`src/rtl/core/rrtr_pkg.sv`:
```
// ----------------------------------------------------------------------------
// rrtr_pkg: shared types and constants of the round-robin task ring
// Sizes of the slot table, event and status codes, and the handoff structs.
// ----------------------------------------------------------------------------
package rrtr_pkg;

    localparam int TASK_SLOTS = 16;
    localparam int ID_BITS    = 8;
    localparam int SLOT_BITS  = $clog2(TASK_SLOTS);

    localparam int OP_W      = 2;
    localparam int TID_W     = 8;
    localparam int STATUS_W  = 2;
    localparam int NEW_ID_W  = 8;
    localparam int RSLOT_W   = 4;
    localparam int RID_W     = 8;

    typedef logic [SLOT_BITS-1:0] t_slot;
    typedef logic [ID_BITS-1:0]   t_id;

    localparam t_slot USED_MAX = t_slot'(TASK_SLOTS - 1);

    typedef enum logic [OP_W-1:0] {
        OP_CREATE_SLOT = 2'd0,
        OP_CREATE_ID   = 2'd1,
        OP_END         = 2'd2,
        OP_TICK        = 2'd3
    } t_op;

    typedef enum logic [STATUS_W-1:0] {
        ST_DONE = 2'd0,
        ST_FULL = 2'd1,
        ST_LONE = 2'd2
    } t_status;

    typedef enum logic [1:0] {
        RS_READY   = 2'd0,
        RS_RUNNING = 2'd1,
        RS_BLOCKED = 2'd2
    } t_run;

    typedef struct packed {
        logic fire;
        t_op  op;
        t_id  tid;
    } t_evt;

    typedef struct packed {
        t_status status;
        t_id     new_id;
        t_slot   cur_slot;
        t_id     cur_id;
    } t_res;

    typedef struct packed {
        t_run run;
        logic active;
    } t_view;

endpackage

```
`src/rtl/core/rrtr_if.sv`:
```
// ----------------------------------------------------------------------------
// rrtr_if: event and result channels of the round-robin task ring
// Valid/ready channels with source and sink modports.
// ----------------------------------------------------------------------------
interface rrtr_in_if;
    import rrtr_pkg::*;

    logic             valid;
    logic             ready;
    logic [OP_W-1:0]  op;
    logic [TID_W-1:0] task_id;

    modport source (output valid, output op, output task_id, input ready);
    modport sink   (input valid, input op, input task_id, output ready);
endinterface

interface rrtr_out_if;
    import rrtr_pkg::*;

    logic                valid;
    logic                ready;
    logic [STATUS_W-1:0] status;
    logic [NEW_ID_W-1:0] new_id;
    logic [RSLOT_W-1:0]  running_slot;
    logic [RID_W-1:0]    running_id;

    modport source (
        output valid, output status, output new_id,
        output running_slot, output running_id, input ready
    );
    modport sink (
        input valid, input status, input new_id,
        input running_slot, input running_id, output ready
    );
endinterface

```
`src/rtl/core/rrtr_table.sv`:
```
// ----------------------------------------------------------------------------
// rrtr_table: slot table and ring pointers of the round-robin task ring
// Applies one event per cycle on cycles with fire set, and gives the result of that event.
// ----------------------------------------------------------------------------
module rrtr_table (
    input  logic           i_clk,
    input  logic           i_rst_n,
    input  rrtr_pkg::t_evt i_evt,
    output rrtr_pkg::t_res o_res,
    output rrtr_pkg::t_view o_view
);
    import rrtr_pkg::*;

    t_id   r_id     [TASK_SLOTS];
    t_run  r_run    [TASK_SLOTS];
    logic  r_active [TASK_SLOTS];
    t_slot r_next   [TASK_SLOTS];

    t_slot r_cur_slot;
    t_slot r_cur_next;
    t_id   r_cur_id;
    t_slot r_used;

    t_slot                 n_slot;
    logic                  w_full;
    logic                  w_create;
    logic                  w_tick;
    t_id                   w_cre_id;
    logic [TASK_SLOTS-1:0] w_end_hit;

    assign n_slot   = r_used + t_slot'(1);
    assign w_full   = (r_used >= USED_MAX);
    assign w_create = (i_evt.op == OP_CREATE_SLOT) || (i_evt.op == OP_CREATE_ID);
    assign w_tick   = (i_evt.op == OP_TICK) && (r_used != '0);

    always_comb begin
        unique case (i_evt.op)
            OP_CREATE_SLOT: w_cre_id = t_id'(n_slot);
            default:        w_cre_id = i_evt.tid;
        endcase
    end

    always_comb begin
        for (int i = 0; i < TASK_SLOTS; i++) begin
            w_end_hit[i] = (t_slot'(i) <= r_used) && (r_id[i] == i_evt.tid);
        end
    end

    always_comb begin
        o_res.status = ST_DONE;
        if (w_create && w_full) begin
            o_res.status = ST_FULL;
        end else if ((i_evt.op == OP_TICK) && (r_used == '0)) begin
            o_res.status = ST_LONE;
        end
        o_res.new_id   = (w_create && !w_full) ? w_cre_id : '0;
        o_res.cur_slot = w_tick ? r_cur_next : r_cur_slot;
        o_res.cur_id   = w_tick ? r_id[r_cur_next] : r_cur_id;
    end

    assign o_view.run    = r_run[r_cur_slot];
    assign o_view.active = r_active[r_cur_slot];

    always_ff @(posedge i_clk) begin
        if (!i_rst_n) begin
            r_used      <= '0;
            r_cur_slot  <= '0;
            r_cur_next  <= '0;
            r_cur_id    <= '0;
            r_id[0]     <= '0;
            r_run[0]    <= RS_RUNNING;
            r_active[0] <= 1'b1;
            r_next[0]   <= '0;
        end else if (i_evt.fire) begin
            unique case (i_evt.op)
                OP_CREATE_SLOT, OP_CREATE_ID: begin
                    if (!w_full) begin
                        r_used           <= n_slot;
                        r_id[n_slot]     <= w_cre_id;
                        r_run[n_slot]    <= RS_READY;
                        r_active[n_slot] <= 1'b1;
                        r_next[n_slot]   <= r_cur_next;
                        r_next[r_cur_slot] <= n_slot;
                        r_cur_next       <= n_slot;
                    end
                end
                OP_END: begin
                    for (int i = 0; i < TASK_SLOTS; i++) begin
                        if (w_end_hit[i]) begin
                            r_active[i] <= 1'b0;
                            r_run[i]    <= RS_BLOCKED;
                        end
                    end
                end
                OP_TICK: begin
                    if (w_tick) begin
                        r_run[r_cur_slot] <= RS_READY;
                        r_run[r_cur_next] <= RS_RUNNING;
                        r_cur_slot        <= r_cur_next;
                        r_cur_id          <= r_id[r_cur_next];
                        r_cur_next        <= r_next[r_cur_next];
                    end
                end
                default: ;
            endcase
        end
    end

endmodule

```
`src/rtl/core/round_robin_task_ring.sv`:
```
// ----------------------------------------------------------------------------
// round_robin_task_ring: round-robin task ring scheduler
// Takes create, end and tick events and reports the running task after each.
// ----------------------------------------------------------------------------
// One event beat is taken every clock cycle unless the result side stalls,
// and each gives one result beat: the event lands in an input register, the
// slot table applies it in a single pass, and the result register holds the
// answer. The rate is set by that single-pass table update; a stalled result
// side holds both registers, and the input side accepts again as soon as the
// result register frees up. Unused slots are never read, so reset needs no
// clearing pass and the block takes events in the first cycle after reset.
module round_robin_task_ring (
    input  logic            i_clk,
    input  logic            i_rst_n,
    rrtr_in_if.sink         i_evt,
    rrtr_out_if.source      o_res
);
    import rrtr_pkg::*;

    logic r_in_valid;
    t_op  r_in_op;
    t_id  r_in_tid;

    logic                r_out_valid;
    logic [STATUS_W-1:0] r_status;
    logic [NEW_ID_W-1:0] r_new_id;
    logic [RSLOT_W-1:0]  r_run_slot;
    logic [RID_W-1:0]    r_run_id;

    logic  w_adv;
    logic  w_fire;
    t_evt  w_evt;
    t_res  w_res;
    t_view w_view;

    assign w_adv       = !r_out_valid || o_res.ready;
    assign w_fire      = r_in_valid && w_adv;
    assign i_evt.ready = !r_in_valid || w_adv;

    assign w_evt.fire = w_fire;
    assign w_evt.op   = r_in_op;
    assign w_evt.tid  = r_in_tid;

    rrtr_table u_table (
        .i_clk   (i_clk),
        .i_rst_n (i_rst_n),
        .i_evt   (w_evt),
        .o_res   (w_res),
        .o_view  (w_view)
    );

    always_ff @(posedge i_clk) begin
        if (!i_rst_n) begin
            r_in_valid <= 1'b0;
        end else if (i_evt.ready) begin
            r_in_valid <= i_evt.valid;
        end
    end

    always_ff @(posedge i_clk) begin
        if (i_evt.valid && i_evt.ready) begin
            r_in_op  <= t_op'(i_evt.op);
            r_in_tid <= t_id'(i_evt.task_id);
        end
    end

    always_ff @(posedge i_clk) begin
        if (!i_rst_n) begin
            r_out_valid <= 1'b0;
        end else if (w_adv) begin
            r_out_valid <= r_in_valid;
        end
    end

    always_ff @(posedge i_clk) begin
        if (w_fire) begin
            r_status   <= STATUS_W'(w_res.status);
            r_new_id   <= NEW_ID_W'(w_res.new_id);
            r_run_slot <= RSLOT_W'(w_res.cur_slot);
            r_run_id   <= RID_W'(w_res.cur_id);
        end
    end

    assign o_res.valid        = r_out_valid;
    assign o_res.status       = r_status;
    assign o_res.new_id       = r_new_id;
    assign o_res.running_slot = r_run_slot;
    assign o_res.running_id   = r_run_id;

    a_cur_not_ready: assert property (@(posedge i_clk) disable iff (!i_rst_n)
        w_view.run != RS_READY)
        else $error("running slot marked ready");

    a_active_running: assert property (@(posedge i_clk) disable iff (!i_rst_n)
        w_view.active |-> (w_view.run == RS_RUNNING))
        else $error("active running slot not in running state");

    a_beat_kept: assert property (@(posedge i_clk) disable iff (!i_rst_n)
        (i_evt.valid && i_evt.ready) |=> r_in_valid)
        else $error("accepted event beat lost");

    a_fire_loads_out: assert property (@(posedge i_clk) disable iff (!i_rst_n)
        w_fire |=> r_out_valid)
        else $error("processed event gave no result beat");

endmodule

```
`src/flat_wrapper.sv`:
```
// flat-port wrapper written by rule: the top's interface ports become plain ports
module round_robin_task_ring_flat import rrtr_pkg::*;
  (i_clk, i_rst_n, i_evt_valid, i_evt_op, i_evt_task_id, i_evt_ready, o_res_valid, o_res_status, o_res_new_id, o_res_running_slot, o_res_running_id, o_res_ready);
  rrtr_in_if i_evt_i ();
  rrtr_out_if o_res_i ();
  input  logic i_clk;
  input  logic i_rst_n;
  input wire logic [$bits(i_evt_i.valid)-1:0] i_evt_valid;
  input wire logic [$bits(i_evt_i.op)-1:0] i_evt_op;
  input wire logic [$bits(i_evt_i.task_id)-1:0] i_evt_task_id;
  output wire logic [$bits(i_evt_i.ready)-1:0] i_evt_ready;
  output wire logic [$bits(o_res_i.valid)-1:0] o_res_valid;
  output wire logic [$bits(o_res_i.status)-1:0] o_res_status;
  output wire logic [$bits(o_res_i.new_id)-1:0] o_res_new_id;
  output wire logic [$bits(o_res_i.running_slot)-1:0] o_res_running_slot;
  output wire logic [$bits(o_res_i.running_id)-1:0] o_res_running_id;
  input wire logic [$bits(o_res_i.ready)-1:0] o_res_ready;
  assign i_evt_i.valid = i_evt_valid;
  assign i_evt_i.op = i_evt_op;
  assign i_evt_i.task_id = i_evt_task_id;
  assign i_evt_ready = i_evt_i.ready;
  assign o_res_valid = o_res_i.valid;
  assign o_res_status = o_res_i.status;
  assign o_res_new_id = o_res_i.new_id;
  assign o_res_running_slot = o_res_i.running_slot;
  assign o_res_running_id = o_res_i.running_id;
  assign o_res_i.ready = o_res_ready;
  round_robin_task_ring u_core (.i_clk(i_clk), .i_rst_n(i_rst_n), .i_evt(i_evt_i), .o_res(o_res_i));
endmodule
```
`config.mk`:
```
export PLATFORM = sky130hd
export DESIGN_NAME = round_robin_task_ring_flat
export DESIGN_NICKNAME = d
export VERILOG_FILES = /design/src/rtl/core/rrtr_pkg.sv /design/src/rtl/core/rrtr_if.sv /design/src/rtl/core/rrtr_table.sv /design/src/rtl/core/round_robin_task_ring.sv /design/src/flat_wrapper.sv
export SDC_FILE = /design/constraint.sdc
export NUM_CORES = 1
export LEC_CHECK = 0
export BUFFER_PORTS_ARGS = -buffer_cell sky130_fd_sc_hd__buf_2
export CAP_MARGIN = 20
export CELL_PAD_IN_SITES_DETAIL_PLACEMENT = 1
export CELL_PAD_IN_SITES_GLOBAL_PLACEMENT = 2
export CORE_MARGIN = 1.5
export CORE_UTILIZATION = 46
export CTS_CLUSTER_DIAMETER = 150
export CTS_CLUSTER_SIZE = 10
export DETAILED_ROUTE_END_ITERATION = 7
export GPL_ROUTABILITY_DRIVEN = 0
export PLACE_DENSITY = 0.79
export SETUP_SLACK_MARGIN = 0.1
export SLEW_MARGIN = 10
export SYNTH_ARGS = -nofsm -noshare
export SYNTH_HDL_FRONTEND = slang
export SYNTH_SLANG_ARGS = --single-unit
```
`constraint.sdc`:
```
create_clock -name i_clk -period 3.2 [get_ports i_clk]
set_input_delay 0.32 -clock i_clk [delete_from_list [all_inputs] [get_ports i_clk]]
set_output_delay 0.32 -clock i_clk [all_outputs]
set_load 0.01 [all_outputs]
```
# ---- Word-level counts from Yosys, hierarchy flattened
# Memory sizes are Yosys's and may differ from the RTL's. A register that Yosys moved wholly into a read port is not among the register bits.
# Cells that the tools add are included.
dict set report classes {
  n_lt_le_gt_ge 1
  n_bitwise 1
  mux 23
  n_reduce_logical 22
  n_addsub 1
  eq_ne 4
}
# cell n
set ops {}
lappend ops {{2-to-1 mux 4 bit} 10}
lappend ops {{2-to-1 mux 8 bit} 3}
lappend ops {{2-to-1 mux 1 bit} 8}
lappend ops {{one-hot mux 4 bit (2 select lines)} 1}
lappend ops {{OR reduction 8 bit} 1}
lappend ops {{logical AND 1 bit} 6}
lappend ops {{adder 4 x 1 -> 4 bit, second input constant} 1}
lappend ops {{greater-or-equal comparator 4 bit, second input constant} 1}
lappend ops {{zero test 4 bit} 1}
lappend ops {{!= test 2 bit, second input constant} 2}
lappend ops {{AND reduction 4 bit} 1}
lappend ops {{nonzero test 4 bit} 1}
lappend ops {{OR reduction 4 bit} 1}
lappend ops {{zero test 1 bit} 3}
lappend ops {{logical OR 1 bit} 3}
lappend ops {{AND reduction 3 bit} 1}
lappend ops {{equality test 2 x 1 -> 1 bit, second input constant} 1}
lappend ops {{equality test 2 bit, second input constant} 1}
lappend ops {{zero test 2 bit} 1}
lappend ops {{2-to-1 mux 2 bit} 1}
lappend ops {{AND reduction 2 bit} 1}
lappend ops {{nonzero test 2 bit} 1}
lappend ops {{OR reduction 2 bit} 1}
lappend ops {{NOT 1 bit} 1}
dict set report word_totals {
  regBits 54
  elab_cells 66
  n_memories 2
  out_inout_bits 24
  ram_bits 192
}
# name words word_bits rd rd_clocked_by_memory_dff wr line_no
set memory_table {}
lappend memory_table {u_core.u_table.r_id 16 8 1 1 1 rrtr_table.sv:14} ;# t_id r_id [TASK_SLOTS];
lappend memory_table {u_core.u_table.r_next 16 4 1 1 2 rrtr_table.sv:17} ;# t_slot r_next [TASK_SLOTS];

# ---- Longest topological paths before layout
dict set report logic_depth {
  depth_word 8
  ltp_mapped 8
  depth_no_buf 6
}

# ---- By module
# From an unflattened synthesis, not the netlist that was laid out.
dict set report unflattened {
  cells_unflattened 1163
  area_unflattened_um2 14864.3
}
# module n_inst seq_area_each_um2 area_per_inst_um2 cells_per_inst
set by_module_without_submodules {}
lappend by_module_without_submodules {rrtr_table 1 7287.0 13799.5 1122}
lappend by_module_without_submodules {round_robin_task_ring 1 1001.0 1064.8 41}

# ---- Worst setup path before layout
# Ideal clock, no wire load.
dict set report synth_timing {
  path_kind {reg2reg}
  startpoint {reg u_core.u_table.r_used[0]}
  endpoint {mem u_core.u_table.r_next[12][0] in the netlist's numbering, enable pin}
  path_stages_with_launch 7
  setup_time_ps 301
  period_less_slack_ps 2679
  path_slack_ps 521
  arrival_time_ps 2378
  path_cell_list {dfxtp_1 > ha_1 > buf_2 > a31oi_4 > nand4_2 > nor4_1 > or2_2}
}
# item line_no
set synth_rtl {}
lappend synth_rtl {{start, declared} rrtr_table.sv:22} ;# t_slot r_used;
lappend synth_rtl {{start signal, assigned} rrtr_table.sv:78} ;# r_used <= n_slot;
lappend synth_rtl {{end, declared} rrtr_table.sv:17}

# ---- Final worst setup path
dict set report layout_timing {
  startpoint {reg u_core.u_table.r_used[1]}
  endpoint {mem u_core.u_table.r_id[10][7] in the netlist's numbering, enable pin}
}
dict set report layout_between {
  elab_chain_cells 8
  word_cells_on_any_way 10
}
# item line_no
set layout_lines {}
lappend layout_lines {{greater-or-equal comparator 4 bit} rrtr_table.sv:32} ;# assign w_full = (r_used >= USED_MAX);
lappend layout_lines {{2-to-1 mux 1 bit} rrtr_table.sv:77} ;# if (!w_full) begin
lappend layout_lines {{2-to-1 mux 1 bit} rrtr_table.sv:75} ;# unique case (i_evt.op)
lappend layout_lines {{2-to-1 mux 1 bit} rrtr_table.sv:74} ;# end else if (i_evt.fire) begin
lappend layout_lines {{2-to-1 mux 1 bit} rrtr_table.sv:65} ;# if (!i_rst_n) begin
lappend layout_lines {{2-to-1 mux 1 bit (not written as such)} rrtr_table.sv:79} ;# r_id[n_slot] <= w_cre_id;
lappend layout_lines {{OR reduction 8 bit (no line)} -}
lappend layout_lines {{2-to-1 mux 4 bit (no line) / 2-to-1 mux 1 bit (equally long branches)} -}
lappend layout_lines {{end, declared} rrtr_table.sv:14}
# Parallel ways exist; a longest one is shown, timed or not.

==> flow_summary.json <==
{
  "ys_warn_count": 0,
  "root_buffer": "clkbuf_16",
  "slew-limit-headroom_pct": 31.8,
  "drt_iter0_markers": 448,
  "crit_path_max_fanout": 12,
  "skew_ps": 7.26,
  "syn2layout_area_growth_pct": 15.0,
  "hp-start": "i_rst_n",
  "report.final.hold_viol_count": 0,
  "start_util_pct": 47.2,
  "ys_ff_latch": 250,
  "first_global_vias": 6764,
  "core-area_um2": 22800,
  "synth_edf_count": 224,
  "setup-tns-final_ps": 0,
  "drive_gt1_share_pct": 26.3,
  "clkTransAtPathRegs_ps": 60,
  "crit_start": "u_core.u_table.r_used[1]",
  "worstMarginPinSlew_ps": 1010,
  "post_cts.repair.setup_buffers": 0,
  "max_freq_mhz": 342,
  "power_leakage_nw": 3.95,
  "cp.arrival_ps": 3100,
  "timing.final.crit_period_ps": 2920,
  "routedWlPerCell_um": 25.6,
  "grt_usage_pct": 23.4,
  "slowest_delay_ps": 700,
  "portBuffers": 37,
  "grt_first_pass_wirelength_um": 42200,
  "syn_avg_cell_area_um2": 16.3,
  "nets": 750,
  "timing.rr.start": "u_core.u_table.r_used[1]",
  "synth_area_leaders": "edfxtp_1 62%, mux4_2 11%, dfxtp_1 4.8%",
  "via_per_inst": 5.84,
  "grt.overflow.total": 0,
  "clkSinkCount": 250,
  "mappedNetlistNets": 679,
  "vias": 6242,
  "layout_common_cells": "224 x edfxtp_1, 58 x nor2_1, 52 x mux4_2",
  "fin_crit_sh_pct": 91.4,
  "ir_worst_vdd_v": 0.000392,
  "crit_path_top_delay_cell": "nor2_1",
  "rows": 55,
  "fin_util_pct": 54.3,
  "synth_top_area_share_pct": 62.4,
  "dieHeight_um": 156,
  "place_hpwl_um": 18300,
  "worstSetupPathType": "reg -> reg",
  "dieArea_um2": 24400,
  "antenna_left": 0,
  "setup_viol": 0,
  "slew_violations": 0,
  "yosysTopAreaCell": "edfxtp_1",
  "antenna_found_initial": 0,
  "ys_types": 47,
  "power_w": 0.00685,
  "seq_area_frac_synth_pct": 67.2,
  "multi_input_area_um2": 3270,
  "required_ps": 3380,
  "clk_path_buf_depth": 3,
  "status": "complete, no violations",
  "cts_made_buffers": 28,
  "io_pins": 38,
  "cts_tree": "yes",
  "endpoint_kind": "flip-flop",
  "maxCapViolCount": 0,
  "num_antenna_cells": 0,
  "fill_cells": 2137,
  "die_w_um": 156,
  "rsz0062_at_grt": "no",
  "h-tree-depth": 1,
  "drtPass1Iterations": 5,
  "dpl_worst_slack_ps": 309,
  "layout_commonest_cell": "edfxtp_1",
  "synthFlopType": "edfxtp_1",
  "synthCells": 663,
  "routed_wirelength_um": 27300,
  "grt_max_degree": 33,
  "path_cells": "ha_1 > a31o_4 > nor4_4 > nand3_1 > nor2_1",
  "p_per_area_nw_per_um2": 553,
  "regArea_um2": 7250,
  "clk_latency_ps": 550,
  "critPathLaunchType": "flip-flop",
  "remaining_drc_errors": 0,
  "cts_resized": 0,
  "worstHoldPathType": "in -> reg",
  "synthArstFlopShare_pct": 0,
  "synth.cell_area_um2": 10800,
  "layout_setup_ws_ps": 276
}
==> where the power goes <==
part	internal (W)	switching (W)	total, W	leakage, nW
clock network	0.00165	0.00123	0.00288	0.384
logic	0.000156	0.000203	0.000359	1.34
registers	0.00357	0.0000396	0.00361	2.23
total	0.00537	0.00148	0.00685	3.95
==> cell usage after synthesis (5+ instances only) <==
cell type	instances
dfxtp_1	26
nand2_1	42
o21ai_0	25
nor2b_1	5
mux4_2	52
edfxtp_1	224
clkbuf_1	27
a22o_1	16
a21oi_1	16
o22ai_1	8
nor2_1	59
buf_2	11
nand3_1	9
inv_1	8
mux2_2	15
mux2i_1	51
==> cells by family (layout without fill, tap and decap cells) <==
family	count (synthesis)	after routing	share of synthesized area [%]
multiplexers	119	119	17.3
XOR/XNOR	7	7	0.569
adder cells (fa/ha/maj)	2	2	0.232
AND/OR/NAND/NOR	149	149	7.21
flip-flops	250	250	67.2
AO/OA/AOI/OAI	79	79	4.91
buffers and inverters	57	150	2.56
==> worst max-delay path, delay by kind of cell (launching register included) <==
kind	cells	cell delay (ps)
simple gates	3	1510
compound gates	1	350
flops	1	340
fa+ha+maj	1	340
==> repair_timing <==
action | CTS | global route
hold buffers | 11 | 0
endpoints found under the setup margin | 0 | 0
endpoints found under the hold margin | 11 | 0
==> per-layer routing <==
metal / vias up / global-route usage (%) / wire, um
li1: 2726 / - / -
met1: 3259 / 33.8 / 12300
met2: 208 / 37.7 / 12800
met3: 49 / 2.92 / 1650
met4: 0 / 6.58 / 569
met5: - / 0 / 0
==> state kept, by name (all words and copies together) (netlist names), named ones only <==
signal	cells
u_core.r_in_op	2
u_core.o_res.running_id	8
u_core.o_res.new_id	8
u_core.u_table.r_used	4
u_core.u_table.r_cur_next	4
u_core.r_in_tid	8
u_core.o_res.running_slot	4
u_core.u_table.r_cur_slot	4
u_core.o_res.valid	1
u_core.r_in_valid	1
u_core.u_table.r_id	128
u_core.o_res.status	2
u_core.u_table.r_cur_id	8
u_core.u_table.r_next	64
==> worst paths after layout <==
path / end / slack [ps] / cells past startpoint
worst min register to register: u_core.u_table.r_cur_id[0] / 460 / 2
worst max register to register: u_core.u_table.r_id[10][7] / 280 / 5
worst max-delay path: u_core.u_table.r_id[10][7] / 280 / 5
worst min-delay path: flip-flop / 170 / 3
==> final cells by class <==
cell class | instances | share of cell area, %
sequential | 250 | 58.5
multi-input combinational | 356 | 26.4
clock buffer | 51 | 6.35
timing repair buffer | 90 | 5.13
tap | 313 | 3.16
clock inverter | 1 | 0.242
inverter | 8 | 0.242
==> per-stage QoR <==
step | hold WS, ps | cell area (um^2) | std cells
after detailed placement | 458 | 11500 | 1006
after CTS | 150 | 12400 | 1069
final | 167 | 12400 | 1069
after global routing | 175 | 12400 | 1069
after global placement | 440 | 11500 | 1006
after floorplan | 419 | 10800 | 663
Note: power is estimated with default switching activity, not from simulation.
